[config.mk]
export PLATFORM = sky130hd
export DESIGN_NAME = hlsa_chan
export DESIGN_NICKNAME = d
export VERILOG_FILES = /design/src/design/hlsa_pkg.sv /design/src/design/hlsa_chan.sv
export SDC_FILE = /design/constraint.sdc
export NUM_CORES = 2
export LEC_CHECK = 0
export ABC_CLOCK_PERIOD_IN_PS = 30000
export BUFFER_PORTS_ARGS = -buffer_cell sky130_fd_sc_hd__buf_2
export CORE_ASPECT_RATIO = 1.1
export CORE_MARGIN = 2
export CORE_UTILIZATION = 45
export DETAILED_ROUTE_END_ITERATION = 8
export GPL_TIMING_DRIVEN = 0
export PLACE_DENSITY = 0.59
export SKIP_CTS_REPAIR_TIMING = 1
export SYNTH_ARGS = -nofsm -noshare
export SYNTH_HDL_FRONTEND = slang
export SYNTH_SLANG_ARGS = --single-unit
[constraint.sdc]
create_clock -name clk -period 30 [get_ports clk]
set_clock_uncertainty 0.1 [all_clocks]
set_input_delay 3 -clock clk [delete_from_list [all_inputs] [get_ports clk]]
set_output_delay 3 -clock clk [all_outputs]
set_load 0.1 [all_outputs]
[src/design/hlsa_pkg.sv]
// shared constants, types and helper functions for the hsl lightness step adjuster
// no dependencies; imported by every module of the block

package hlsa_pkg;

  localparam int F       = 16;
  localparam int ONE     = 1 << F;
  localparam int ONE_W   = F + 1;
  localparam int DEN_W   = F + 2;
  localparam int NUM_W   = ONE_W + F;
  localparam int QW      = F + 1;
  localparam int W       = F + 8;
  localparam int PW      = 2 * W;
  localparam int H6_W    = F + 3;

  localparam int DIV6_SHIFT = H6_W + 3;
  localparam int DIV6_MUL   = ((1 << DIV6_SHIFT) + 5) / 6;
  localparam int M_W        = DIV6_SHIFT - 2;

  localparam int ONE_THIRD  = ONE / 3;
  localparam int TWO_THIRDS = (2 * ONE) / 3;

  localparam int LATENCY = QW + 8;

  localparam logic [1:0] KIND_LIGHTER = 2'd0;
  localparam logic [1:0] KIND_DARKER  = 2'd1;
  localparam logic [1:0] KIND_LEVEL   = 2'd2;
  localparam logic [1:0] KIND_NONE    = 2'd3;

  typedef logic signed [W-1:0] sw_t;
  typedef logic [ONE_W-1:0]    fx_t;

  // c * ONE / 255 for a byte, exact at sixteen fraction bits
  function automatic fx_t to_fix(input logic [7:0] c);
    return fx_t'({c, c}) + fx_t'(c == 8'hFF);
  endfunction

  // lightness ONE - (k+1)*ONE/11 for step k
  function automatic fx_t step_lum(input logic [3:0] k);
    fx_t v;
    unique case (k)
      4'd0:    v = fx_t'(ONE - (1 * ONE) / 11);
      4'd1:    v = fx_t'(ONE - (2 * ONE) / 11);
      4'd2:    v = fx_t'(ONE - (3 * ONE) / 11);
      4'd3:    v = fx_t'(ONE - (4 * ONE) / 11);
      4'd4:    v = fx_t'(ONE - (5 * ONE) / 11);
      4'd5:    v = fx_t'(ONE - (6 * ONE) / 11);
      4'd6:    v = fx_t'(ONE - (7 * ONE) / 11);
      4'd7:    v = fx_t'(ONE - (8 * ONE) / 11);
      4'd8:    v = fx_t'(ONE - (9 * ONE) / 11);
      4'd9:    v = fx_t'(ONE - (10 * ONE) / 11);
      default: v = fx_t'(ONE - (11 * ONE) / 11);
    endcase
    return v;
  endfunction

endpackage

[src/design/hlsa_chan.sv]
// one output channel: piecewise hue function and conversion to a byte, two stages
// depends on hlsa_pkg

module hlsa_chan (
  input  logic          clk,
  input  hlsa_pkg::sw_t in_lo,
  input  hlsa_pkg::sw_t in_hi,
  input  hlsa_pkg::sw_t in_t,
  output logic [7:0]    out_byte
);
  import hlsa_pkg::*;

  typedef enum logic [1:0] {BR_RISE, BR_HIGH, BR_FALL, BR_LOW} br_t;

  localparam int T_RISE = (ONE + 5) / 6;
  localparam int T_HIGH = (ONE + 1) / 2;
  localparam int T_FALL = (2 * ONE + 2) / 3;

  br_t               br_r, br_nxt;
  logic signed [PW-1:0] prod_r, prod_nxt;
  sw_t               lo_r, hi_r;
  logic [7:0]        byte_r, byte_nxt;

  always_comb begin
    sw_t fac;
    sw_t diff;
    diff = in_hi - in_lo;
    if (in_t < sw_t'(T_RISE)) begin
      br_nxt = BR_RISE;
      fac = (in_t <<< 2) + (in_t <<< 1);
    end else if (in_t < sw_t'(T_HIGH)) begin
      br_nxt = BR_HIGH;
      fac = '0;
    end else if (in_t < sw_t'(T_FALL)) begin
      br_nxt = BR_FALL;
      fac = ((sw_t'(TWO_THIRDS) - in_t) <<< 2) + ((sw_t'(TWO_THIRDS) - in_t) <<< 1);
    end else begin
      br_nxt = BR_LOW;
      fac = '0;
    end
    prod_nxt = PW'(diff) * PW'(fac);
  end

  always_comb begin
    sw_t val;
    logic signed [W+8:0] scaled;
    logic signed [W+8:0] c;
    unique case (br_r)
      BR_RISE, BR_FALL: val = lo_r + sw_t'(prod_r >>> F);
      BR_HIGH:          val = hi_r;
      default:          val = lo_r;
    endcase
    scaled = ((W + 9)'(val) <<< 8) - (W + 9)'(val);
    c = scaled >>> F;
    if (val < 0) begin
      byte_nxt = 8'd0;
    end else if (c > 255) begin
      byte_nxt = 8'd255;
    end else begin
      byte_nxt = c[7:0];
    end
  end

  always_ff @(posedge clk) begin
    br_r   <= br_nxt;
    prod_r <= prod_nxt;
    lo_r   <= in_lo;
    hi_r   <= in_hi;
    byte_r <= byte_nxt;
  end

  assign out_byte = byte_r;

endmodule

==> impl_metrics.py <==
metrics = {
    "logic_synthesis": {
        "syn_area_per_cell_um2": 8.628,
        "netlist_top_cells_count": "646 x inv_1, 497 x fa_1, 420 x nand2_1",
        "synth_cells": 3069,
        "synth_largest_area_cell": "fa_1",
        "yosys.cell_count.top_type": "inv_1",
        "ys_ff_latch": 82,
        "synth_top_area_share_pct": 37.58,
        "yosys_warnings": 0,
        "ys.flop_type": "dfxtp_1",
        "seq_area_frac_synth_pct": 6.199,
        "synth_edf_count": 0,
        "synth.net_count": 3920,
        "async_flop_share_pct": 0,
        "yosys-top-cells-area": "fa_1 38%, ha_1 13%, inv_1 9.2%",
        "syn_area_um2": 26480,
        "synth_cell_types": 86,
    },
    "cts": {
        "cts-root-buf": "clkbuf_16",
        "cts-htree-levels": 3,
        "cts_tree": "done",
        "cts-buffers-inserted": 9,
        "clock_sinks": 82,
        "clk_pin_slew_ns": 0.08,
        "clk-insertion-delay-late_ns": 0.37,
        "cts_buffer_depth": 2,
    },
    "drt": {
        "dr.pass1.iters": 7,
        "vias_per_cell": 5.403,
        "drc_errors": 1,
        "drt_iter0_markers": 1214,
        "routed_wl_um": 81890,
        "drtAntennaViolNets": 0,
        "vias": 21230,
        "wl_per_cell_um": 20.84,
    },
    "floorplanning": {
        "placementRows": 93,
        "die_h_um": 258.4,
        "core_um2": 58410,
        "dieArea_um2": 60800,
        "die_x_um": 235.3,
        "start_util_pct": 45.33,
        "io-pin-count": 81,
    },
    "cells_and_area": {
        "fin_nets": 4014,
        "areaGrowthSynthToFinish_pct": 6.497,
        "final_area_um2": 28200,
        "final-instance-count-excl-fill": 3929,
        "num-fill-cells": 5734,
        "layout-drive-gt1-share_pct": 4.609,
    },
    "worst_hold_path": {
        "min_path_cells": 5,
        "hold_class": "flop to flop",
    },
    "critical_path": {
        "endpoint_kind": "flop",
        "rr_worst_depth": 29,
        "cp_max_fo": 10,
        "critical-path-max-stage-delay_ns": 1.12,
        "ff2ff_setup_slack_ns": 22.41,
        "slowest_stage": "o22ai_1",
        "startpoint_type": "primary input",
        "worstPathRequired_ns": 30.12,
        "critical_path_arrival_ns": 14.44,
        "critPathMostFrequentCell": "fa_1",
        "path_class": "primary input to flop",
    },
    "job": {
        "drv_cap": 1,
    },
    "placed_design": {
        "dp.cells": 3911,
        "io_buffers": 80,
        "gp_congestion": 0.9903,
        "placed_cell_area_um2": 27870,
        "dp_hpwl_um": 70310,
    },
    "timing": {
        "slew_headroom_pct": 0.6997,
        "hold_viol": 0,
        "maxSlewViolCount": 0,
        "fmax_mhz": 69.81,
        "min_period_over_period_pct": 47.75,
        "setup-violations-final": 0,
        "fin_crit_ns": 14.32,
        "tns_ns": 0,
        "rsz0062_at_grt": "false",
        "worst_pin_slew_ns": 1.490,
        "fin_hold_ws_ns": 0.9299,
    },
    "outcome": {
        "status": "finished with violations",
        "violations": "design-rule violations, max-capacitance violations",
    },
    "global_routing": {
        "antenna_found_initial": 4,
        "globalRouteOverflowTotal": 0,
        "grtUsageTotal_pct": 27.43,
        "grt_pass1_wl_um": 127200,
        "grt_pass1_vias": 22650,
        "grt_max_degree": 18,
    },
}
==> layer usage <==
| layer | routed length [um] | GRT usage, % | up-vias |
|---|---|---|---|
| met2 | 40850 | 49.25 | 666 |
| met5 | 0 | 0 | - |
| met3 | 4072 | 2.631 | 158 |
| li1 | - | - | 9741 |
| met4 | 3915 | 12.74 | 0 |
| met1 | 33050 | 33.39 | 10660 |
==> flip-flops by register name (all words and copies together), names as in the netlist <==
register  flops
br_r          2
hi_r         24
prod_r       24
lo_r         24
out_byte      8
==> layout make-up <==
type	instances	area (um^2)	share of cell area [%]
Multi-Input combinational cell	2241	22060	78.22
Inverter	646	2425	8.599
Sequential cell	82	1642	5.821
Tap cell	760	950.9	3.372
Timing Repair Buffer	83	422.9	1.500
Buffer	100	377.9	1.340
Clock buffer	9	225.2	0.7987
Clock inverter	7	96.34	0.3416
Antenna cell	1	2.502	0.008874
==> placed cells by master (no fill, tap or decap), drive strengths merged, types with 7 or more instances in the layout <==
cell type  synthesis  final
a2111oi            8      8
a211oi            17     17
a21o              62     62
a21oi            135    135
a31oi             13     13
and2              73     73
and3              16     16
buf                3     86
clkbuf            97    106
dfxtp             82     82
fa               497    497
ha               281    281
inv              646    650
mux2i             22     22
nand2            420    420
nand2b            36     36
nand3             27     27
nand4             12     12
nor2             125    125
nor2b             71     71
nor3              25     25
nor4               8      8
o211ai            10     10
o21a              22     22
o21ai             61     61
o21bai            23     23
o22ai             10     10
or2                7      7
or3                9      9
xnor2            108    108
xor2              49     49
==> final timing paths <==
path	from	endpoint
worst min-delay path	lo_r[22]$_DFF_P_	out_byte[6]$_SDFF_PP0_
worst max register to register	lo_r[1]$_DFF_P_	out_byte[6]$_SDFF_PP0_
worst min register to register	lo_r[22]$_DFF_P_	out_byte[6]$_SDFF_PP0_
worst max-delay path	in_t[0]	prod_r[39]$_DFF_P_
==> stage by stage <==
step / setup slack, ns / utilization (%)
floorplan: 17.89 / -
global placement: 15.50 / 47.64
detailed placement: 15.39 / 47.71
CTS: 15.71 / 48.26
global route: 15.31 / 48.28
finish: 15.68 / 48.28
==> cell families after synthesis <==
| group | after synthesis | synth area share (%) |
|---|---|---|
| adders and majority gates | 778 | 50.85 |
| DFF | 82 | 6.199 |
| muxes | 28 | 1.087 |
| AOI/OAI and AO/OA | 425 | 10.96 |
| and+or+nand+nor | 851 | 14.92 |
| buffers and inverters | 746 | 10.58 |
| xor gates and xnor gates | 159 | 5.391 |
==> worst max-delay path, delay by kind of cell <==
kind,cells,cell delay (ns)
AOI/OAI and AO/OA,9,3.16
xor gates and xnor gates,3,0.73
adders and majority gates,10,4.51
buffers and inverters,7,1.13
and+or+nand+nor,9,1.85
Power is not shown: default switching activity piles up to over one toggle a cycle in this logic, so the estimate is an artifact.
