[src/design/hlsa_pkg.sv]
// shared constants, types and helper functions for the hsl lightness step adjuster
// no dependencies; imported by every module of the block

package hlsa_pkg;

  localparam int F       = 16;
  localparam int ONE     = 1 << F;
  localparam int ONE_W   = F + 1;
  localparam int DEN_W   = F + 2;
  localparam int NUM_W   = ONE_W + F;
  localparam int QW      = F + 1;
  localparam int W       = F + 8;
  localparam int PW      = 2 * W;
  localparam int H6_W    = F + 3;

  localparam int DIV6_SHIFT = H6_W + 3;
  localparam int DIV6_MUL   = ((1 << DIV6_SHIFT) + 5) / 6;
  localparam int M_W        = DIV6_SHIFT - 2;

  localparam int ONE_THIRD  = ONE / 3;
  localparam int TWO_THIRDS = (2 * ONE) / 3;

  localparam int LATENCY = QW + 8;

  localparam logic [1:0] KIND_LIGHTER = 2'd0;
  localparam logic [1:0] KIND_DARKER  = 2'd1;
  localparam logic [1:0] KIND_LEVEL   = 2'd2;
  localparam logic [1:0] KIND_NONE    = 2'd3;

  typedef logic signed [W-1:0] sw_t;
  typedef logic [ONE_W-1:0]    fx_t;

  // c * ONE / 255 for a byte, exact at sixteen fraction bits
  function automatic fx_t to_fix(input logic [7:0] c);
    return fx_t'({c, c}) + fx_t'(c == 8'hFF);
  endfunction

  // lightness ONE - (k+1)*ONE/11 for step k
  function automatic fx_t step_lum(input logic [3:0] k);
    fx_t v;
    unique case (k)
      4'd0:    v = fx_t'(ONE - (1 * ONE) / 11);
      4'd1:    v = fx_t'(ONE - (2 * ONE) / 11);
      4'd2:    v = fx_t'(ONE - (3 * ONE) / 11);
      4'd3:    v = fx_t'(ONE - (4 * ONE) / 11);
      4'd4:    v = fx_t'(ONE - (5 * ONE) / 11);
      4'd5:    v = fx_t'(ONE - (6 * ONE) / 11);
      4'd6:    v = fx_t'(ONE - (7 * ONE) / 11);
      4'd7:    v = fx_t'(ONE - (8 * ONE) / 11);
      4'd8:    v = fx_t'(ONE - (9 * ONE) / 11);
      4'd9:    v = fx_t'(ONE - (10 * ONE) / 11);
      default: v = fx_t'(ONE - (11 * ONE) / 11);
    endcase
    return v;
  endfunction

endpackage

[src/design/hlsa_div.sv]
// pipelined restoring divider, one quotient bit per register stage
// computes (in_num << F) / in_den; depends on hlsa_pkg

module hlsa_div (
  input  logic                         clk,
  input  hlsa_pkg::fx_t                in_num,
  input  logic [hlsa_pkg::DEN_W-1:0]   in_den,
  output logic [hlsa_pkg::QW-1:0]      out_quo
);
  import hlsa_pkg::*;

  logic [NUM_W-1:0] rem_r [QW];
  logic [NUM_W-1:0] rem_nxt [QW];
  logic [DEN_W-1:0] den_r [QW];
  logic [DEN_W-1:0] den_nxt [QW];
  logic [QW-1:0]    quo_r [QW];
  logic [QW-1:0]    quo_nxt [QW];

  always_comb begin
    logic [NUM_W-1:0] rem_in;
    logic [DEN_W-1:0] den_in;
    logic [QW-1:0]    quo_in;
    logic [NUM_W:0]   dsh;
    for (int j = 0; j < QW; j++) begin
      if (j == 0) begin
        rem_in = {in_num, {F{1'b0}}};
        den_in = in_den;
        quo_in = '0;
      end else begin
        rem_in = rem_r[j-1];
        den_in = den_r[j-1];
        quo_in = quo_r[j-1];
      end
      dsh = (NUM_W + 1)'(den_in) << (QW - 1 - j);
      if ({1'b0, rem_in} >= dsh) begin
        rem_nxt[j] = NUM_W'({1'b0, rem_in} - dsh);
        quo_nxt[j] = quo_in | (QW'(1) << (QW - 1 - j));
      end else begin
        rem_nxt[j] = rem_in;
        quo_nxt[j] = quo_in;
      end
      den_nxt[j] = den_in;
    end
  end

  always_ff @(posedge clk) begin
    for (int j = 0; j < QW; j++) begin
      rem_r[j] <= rem_nxt[j];
      den_r[j] <= den_nxt[j];
      quo_r[j] <= quo_nxt[j];
    end
  end

  assign out_quo = quo_r[QW-1];

endmodule

[config.mk]
export PLATFORM = sky130hd
export DESIGN_NAME = hlsa_div
export DESIGN_NICKNAME = d
export VERILOG_FILES = /design/src/design/hlsa_pkg.sv /design/src/design/hlsa_div.sv
export SDC_FILE = /design/constraint.sdc
export NUM_CORES = 1
export LEC_CHECK = 0
export ABC_CLOCK_PERIOD_IN_PS = 4200
export BUFFER_PORTS_ARGS = -buffer_cell sky130_fd_sc_hd__clkbuf_2
export CAP_MARGIN = 0
export CORE_MARGIN = 2
export CORE_UTILIZATION = 50
export CTS_CLUSTER_SIZE = 30
export DETAILED_ROUTE_END_ITERATION = 7
export HOLD_SLACK_MARGIN = 0.05
export PLACE_DENSITY_LB_ADDON = 0.1
export SYNTH_ARGS = -nofsm -noshare
export SYNTH_HDL_FRONTEND = slang
export SYNTH_SLANG_ARGS = --single-unit
[constraint.sdc]
create_clock -name clk -period 4.2 [get_ports clk]
set_clock_uncertainty 0.15 [all_clocks]
set_input_delay 1.26 -clock clk [delete_from_list [all_inputs] [get_ports clk]]
set_output_delay 1.26 -clock clk [all_outputs]
set_load 0.005 [all_outputs]
==> results of run 1 <==
## worst max-delay path: stages
cell	delay, ns
clkbuf_2	0.08
inv_1	0.07
ha_1	0.17
inv_1	0.05
fa_1	0.39
a21o_1	0.17
a21o_1	0.20
a211oi_1	0.43
nor3_1	0.17
nor3_1	0.30
o21ai_0	0.15
xor2_1	0.16
mux2_2	0.26
## kinds of logic after synthesis
kind of cell,Yosys count,share of synthesized area (%)
compound gates,977,16.7
fa+ha+maj,320,11.1
mux,63,1.90
buf+inv,482,4.97
simple gates,1017,13.3
flops,833,44.9
xor+xnor,305,7.19
## worst max-delay path by stage
stage | from | endpoint | cells after the start
after floorplan | in_num[0] | rem_r[0][17] | 12
after global placement | in_num[0] | rem_r[0][30] | 13
after detailed placement | in_num[0] | rem_r[0][30] | 13
after CTS | den_r[0][234] | rem_r[0][490] | 10
after global routing | den_r[0][108] | rem_r[0][259] | 11
final | in_num[0] | rem_r[0][30] | 13
## cell type report
cell class                 instances  area, µm²
fill                            6633      31800
multi-input combinational       2682      18700
sequential                       833      16700
clock buffer                     112       2440
inverter                         411       1540
tap                              959       1200
clock inverter                    40        508
timing repair buffer              75        445
## power by group
group	total (mW)	switching (mW)	internal (mW)
registers	12.0	1.62	10.4
logic	13.3	7.28	6.04
clock network	7.81	3.10	4.71
total	33.1	12.0	21.1
## sequential cells by signal, summed over array words and instances (netlist names)
signal and count:
quo_r 153, rem_r 392, den_r 288
## layer usage
layer	routed length, µm	GRT usage [%]	vias up
li1	-	-	14000
met1	37100	26.7	12300
met2	37500	35.4	488
met3	3120	2.69	144
met4	2210	7.18	0
met5	0	0	-
## placed cells by master (no fill, tap or decap), drive strengths merged, types with 11 or more instances in the layout
cell type | synthesis | final
o211ai | 20 | 20
o21bai | 32 | 32
nand3 | 70 | 70
nor2 | 292 | 292
nand2b | 50 | 50
nand2 | 251 | 251
and4 | 12 | 12
o31a | 12 | 12
fa | 16 | 16
a21oi | 302 | 302
o21ai | 230 | 230
or2 | 20 | 20
nand4 | 40 | 40
buf | 23 | 23
nor3 | 82 | 82
ha | 304 | 304
or3 | 36 | 36
dfxtp | 833 | 833
o21a | 55 | 55
o31ai | 34 | 34
and2 | 19 | 19
xnor2 | 165 | 165
nor2b | 40 | 40
inv | 411 | 413
or4 | 12 | 12
clkinv | 0 | 23
a21boi | 14 | 14
a211oi | 31 | 31
a21o | 117 | 117
a31oi | 26 | 26
clkbuf | 48 | 164
o2111ai | 11 | 11
xor2 | 140 | 140
nor4 | 31 | 31
a31o | 14 | 14
and3 | 32 | 32
mux2 | 61 | 61
==> key figures, run 1 <==
Critical path
  – Worst setup EP type: register
  – Reg-to-Reg Start: den_r[0][233]
  – Crit path max fanout: 3
  – Flop2flop setup slack: 0.70 ns
  – Critical path arrival: 3.89 ns
  – Crit path required time: 4.57 ns
  – R2R depth: 10
  – Crit Path Category: primary input to register
  – R2R Path End: rem_r[0][447]
  – CP Launch Type: primary input

STA
  – Final Hold Viols: 0
  – Crit share post-route: 83.8%
  – Hold Slack: 0.150 ns
  – Worst setup margin: 0.681 ns
  – Max Fclk: 284 MHz
  – RSZ-0062 raised after global routing: no
  – Worst Tran Pin Value: 0.970 ns
  – Setup TNS Final: 0 ns
  – Max transition margin: 35.3%
  – Fin crit period: 3.52 ns
  – Pins Over Slew Limit: 0
  – Setup violators final: 0

Clock tree
  – # hold bufs at CTS: 0
  – CTS tree: yes
  – Root buf cell: clkbuf_16
  – Clk slew on worst S/H paths: 0.06 ns
  – CTS sink count: 833
  – Clk buf depth: 3
  – # Post-CTS Setup Buffers: 0
  – CTS Buf Count: 86
  – Clk_lat worst skew: 0.64 ns
  – Htree depth: 3
  – Post-CTS sizing: 0

Global routing
  – First-pass GRT wire length: 130000 µm
  – Largest net degree at the start of global routing: 37
  – Vias in the first global route: 25.9k
  – Overflow after GRT: 0
  – Initial antenna violation count: 0
  – Total GRT Usage: 20.6%

Synth
  – Flops & latches, synth: 833
  – Synth area leader: dfxtp_1
  – Syn avg cell area: 9.30 µm²
  – Yosys warnings: 0
  – Mapped Cells: 3997
  – Most frequent cells after synthesis: 833 x dfxtp_1, 406 x inv_1, 304 x ha_1
  – Synth cell types: 84
  – Most common cell in the netlist: dfxtp_1
  – Post-synthesis sequential area ratio: 44.9%
  – Dominant cells by area after synthesis: dfxtp_1 45%, ha_1 10%, inv_1 4.1%, a21oi_1 4.1%, xnor2_1 3.9%
  – Mapped Nets: 4353
  – Mapped Area: 37200 µm²
  – Yosys top cell area share: 44.9%
  – Number of synthesized flops with an enable pin: 0
  – Ys async rst share: 0%
  – Post-synth top flop: dfxtp_1

Placement
  – Cells after DPL: 4960
  – Pre-CTS setup slack: 0.104 ns
  – HPWL after DPL: 62000 µm
  – Port Buffers: 52
  – Gpl congestion: 0.877
  – DP Area: 38500 µm²

Die
  – Initial Utilization: 50.7%
  – Die ar.: 76500 µm²
  – Core Box Area: 73300 µm²
  – I/O Pins: 53
  – Die span in x: 277 µm
  – Die height: 277 µm
  – Rows: 99

Cells and area
  – Final core occ: 56.6%
  – Finished Cell Area: 41500 µm²
  – Nets: 4445
  – Area Overhead vs Synth: 11.6%
  – Diode count: 0
  – Fraction of layout cells with a size suffix above 1: 7.99%
  – Final non-filler cell total: 5112

Hold path
  – Hold WC Path Type: register to register
  – Hold Path Depth: 0
  – Min-Delay Endpoint: quo_r[0][259]
  – Min-delay src: quo_r[0][242]

Route
  – Final ANT Viol Nets: 0
  – DRC: 0
  – Final WL: 80000 µm
  – First-pass DRT Iterations: 5
  – Detailed-route via count: 27.0k
  – DR WL/cell: 15.6 µm
  – Vias per cell: 5.27
  – Iter 0 DRT Violations: 1570

Power and ir drop
  – PD cells: 799 nW/µm²
  – LEAKAGE: 18.8 nW
  – Worst vdd ir: 0.354 mV
  – Power Total: 33.1 mW

Outcome
  – Status: finished clean

Job
  – Max cap viols: 0
No activity file was read; power rests on OpenSTA's default activity.
==> inputs of run 2 (changes only) <==
- ABC_CLOCK_PERIOD_IN_PS: 4200 -> 3300
- clock period: 4.2 -> 3.3 ns (I/O delays scaled with it)
==> key figures, run 2 (synthesis results as in run 1) <==
Power and ir drop
  – Worst vdd ir: 0.545 mV (+54%)
  – Power Total: 42.9 mW (+29%)
  – PD cells: 1010 nW/µm² (+26%)
  – LEAKAGE: 19.3 nW (+2.8%)

Critical path
  – Worst setup startpoint: den_r[0][218]
  – R2R depth: 10 (unchanged)
  – Critical path's slowest cell: o21ai_0
  – R2R Path End: rem_r[0][457]
  – Flop2flop setup slack: 0.15 ns (-0.55 ns)
  – Crit path to: rem_r[0][457]
  – Worst-path cell chain: inv_1 > ha_1 > o21a_1 > o31a_1 > o31a_1 > o21ai_0 > o21ai_0 > a31o_2 > nor4_1 > xor2_1
  – Crit path max fanout: 6 (+3)
  – Crit path required time: 3.69 ns (-0.88 ns)
  – Worst setup EP type: register
  – Crit-path max cell delay: 0.38 ns (-0.05 ns)
  – CP Launch Type: register
  – Reg-to-Reg Start: den_r[0][218]
  – Crit Path Category: register to register
  – Critical path arrival: 3.54 ns (-0.35 ns)

Die
  – Core Box Area: 73300 µm² (unchanged)
  – Die height: 277 µm (unchanged)
  – Die ar.: 76500 µm² (unchanged)
  – Initial Utilization: 50.7% (unchanged)
  – Die span in x: 277 µm (unchanged)
  – I/O Pins: 53 (unchanged)
  – Rows: 99 (unchanged)

Cells and area
  – Final non-filler cell total: 5212 (+2.0%)
  – Fillers: 6592 (-0.62%)
  – Diode count: 0 (unchanged)
  – Largest Register: rem_r
  – Nets: 4536 (+2.0%)
  – Fraction of layout cells with a size suffix above 1: 10.7% (+2.7 points)
  – Area Overhead vs Synth: 14.3%
  – Storage cell area: 16700 µm² (unchanged)
  – Most frequent cells in the layout: 833 x dfxtp_1, 406 x inv_1, 304 x ha_1
  – Biggest regs: rem_r x392, den_r x288, quo_r x153
  – Area of the multi-input gates: 18800 µm² (+0.84%)
  – Leading cell type in the layout, fill and taps excluded: dfxtp_1
  – Max reg flops: 392 (unchanged)

Clock tree
  – # hold bufs at CTS: 0 (unchanged)
  – CTS Buf Count: 86 (unchanged)
  – Clk_lat worst skew: 0.63 ns (about the same)
  – CTS tree: yes
  – Htree depth: 3 (unchanged)
  – Clk slew on worst S/H paths: 0.06 ns (about the same)
  – CTS sink count: 833 (unchanged)
  – Clk buf depth: 3 (unchanged)
  – Root buf cell: clkbuf_16

Route
  – First-pass DRT Iterations: 7 (+2)
  – DRC: 0 (unchanged)
  – Iter 0 DRT Violations: 1471 (-6.3%)
  – Final ANT Viol Nets: 0 (unchanged)
  – Final WL: 81200 µm (+1.6%)
  – Vias per cell: 5.28 (about the same)
  – Detailed-route via count: 27.5k (+2.0%)
  – DR WL/cell: 15.6 µm (-0.39%)

Hold path
  – Hold WC Path Type: register to register

Outcome
  – Status: finished clean

STA
  – Crit share post-route: 95.6%
  – Final Hold Viols: 0 (unchanged)
  – Worst setup margin: 0.145 ns (-0.535 ns)
  – Worst Tran Pin Value: 0.680 ns (-0.290 ns)
  – Max Fclk: 317 MHz
  – Hold Slack: 0.171 ns (+0.0214 ns)
  – Pins Over Slew Limit: 0 (unchanged)
  – Max transition margin: 53.5% (+18 points)
  – Fin crit period: 3.15 ns
  – Setup violators final: 0 (unchanged)
  – Setup TNS Final: 0 ns (unchanged)

Job
  – Max cap viols: 0 (unchanged)

Global routing
  – Vias in the first global route: 26.7k (+3.3%)
  – Overflow after GRT: 0 (unchanged)
  – Total GRT Usage: 21.1% (+0.51 points)
  – Largest net degree at the start of global routing: 37 (unchanged)
  – Initial antenna violation count: 1 (+1)
  – First-pass GRT wire length: 134000 µm (+2.5%)

Placement
  – HPWL after DPL: 63000 µm (+1.7%)
  – Cells after DPL: 5044 (+1.7%)
  – Gpl congestion: 0.900 (+2.6%)
  – Port Buffers: 52 (unchanged)
  – Pre-CTS setup slack: -0.321 ns (-0.425 ns)
## run 2: cell types whose count changed in the layout (fill, tap and decap cells not counted), moves of 3 or more
cell	delta
clkbuf_8	+11
nor4_2	+3
buf_4	+84
nor4_1	-3
buf_12	+6
inv_6	+5
clkbuf_16	-5
nor3_1	-3
## run 2: how the worst min path moves through the flow
stage / from / end / cells past startpoint
3_3_place_gp: quo_r[0][254] / quo_r[0][271] / 0
4_1_cts: quo_r[0][167] / quo_r[0][184] / 0
2_1_floorplan: quo_r[0][83] / quo_r[0][100] / 0
3_5_place_dp: quo_r[0][169] / quo_r[0][186] / 0
5_1_grt: quo_r[0][167] / quo_r[0][184] / 0
6_report: quo_r[0][270] / quo_r[0][287] / 0
## run 2: layout make-up
type | instances | share of cell area (%)
multi-input cells | 2682 | 44.4
clock inverters | 45 | 1.28
well taps | 959 | 2.83
inverters | 411 | 3.63
repair buffers | 166 | 2.84
flip-flops and latches | 833 | 39.3
clock buffers | 116 | 5.78
## run 2: layer usage
metal	vias up	track usage (%)	routed length, µm	share of wire, %
met1	12700	27.1	36800	45
met3	159	3.05	3380	4.2
met4	0	7.59	2320	2.9
li1	14200	-	-	-
met2	487	36.2	38700	48
met5	-	0	0	0
## run 2: worst max-delay path: cells and delay by family, from the launching register on
family                   cells  cell delay (ns)
buffers and inverters        1             0.06
adder cells (fa/ha/maj)      1             0.37
AND/OR/NAND/NOR              1             0.25
XOR/XNOR                     1             0.22
flip-flops                   1             0.37
AO/OA/AOI/OAI                6             1.65
## run 2: timing repair
item / CTS / global route
gates resized for setup: 2 / 25
setup endpoints to repair: 7 / 71
pin swaps: 0 / 7
buffers inserted: 0 / 7
## run 2: power breakdown
| group | internal (mW) | switching, mW |
|---|---|---|
| clock | 5.99 | 4.02 |
| combinational | 8.13 | 9.48 |
| sequential | 13.2 | 2.06 |
## run 2: metrics by stage
step | utilization, % | area, µm²
6_report | 57.9 | 42500
5_1_grt | 57.9 | 42500
4_1_cts | 57.6 | 42300
3_5_place_dp | 53.5 | 39300
3_3_place_gp | 53.5 | 39300
2_1_floorplan | - | 37200
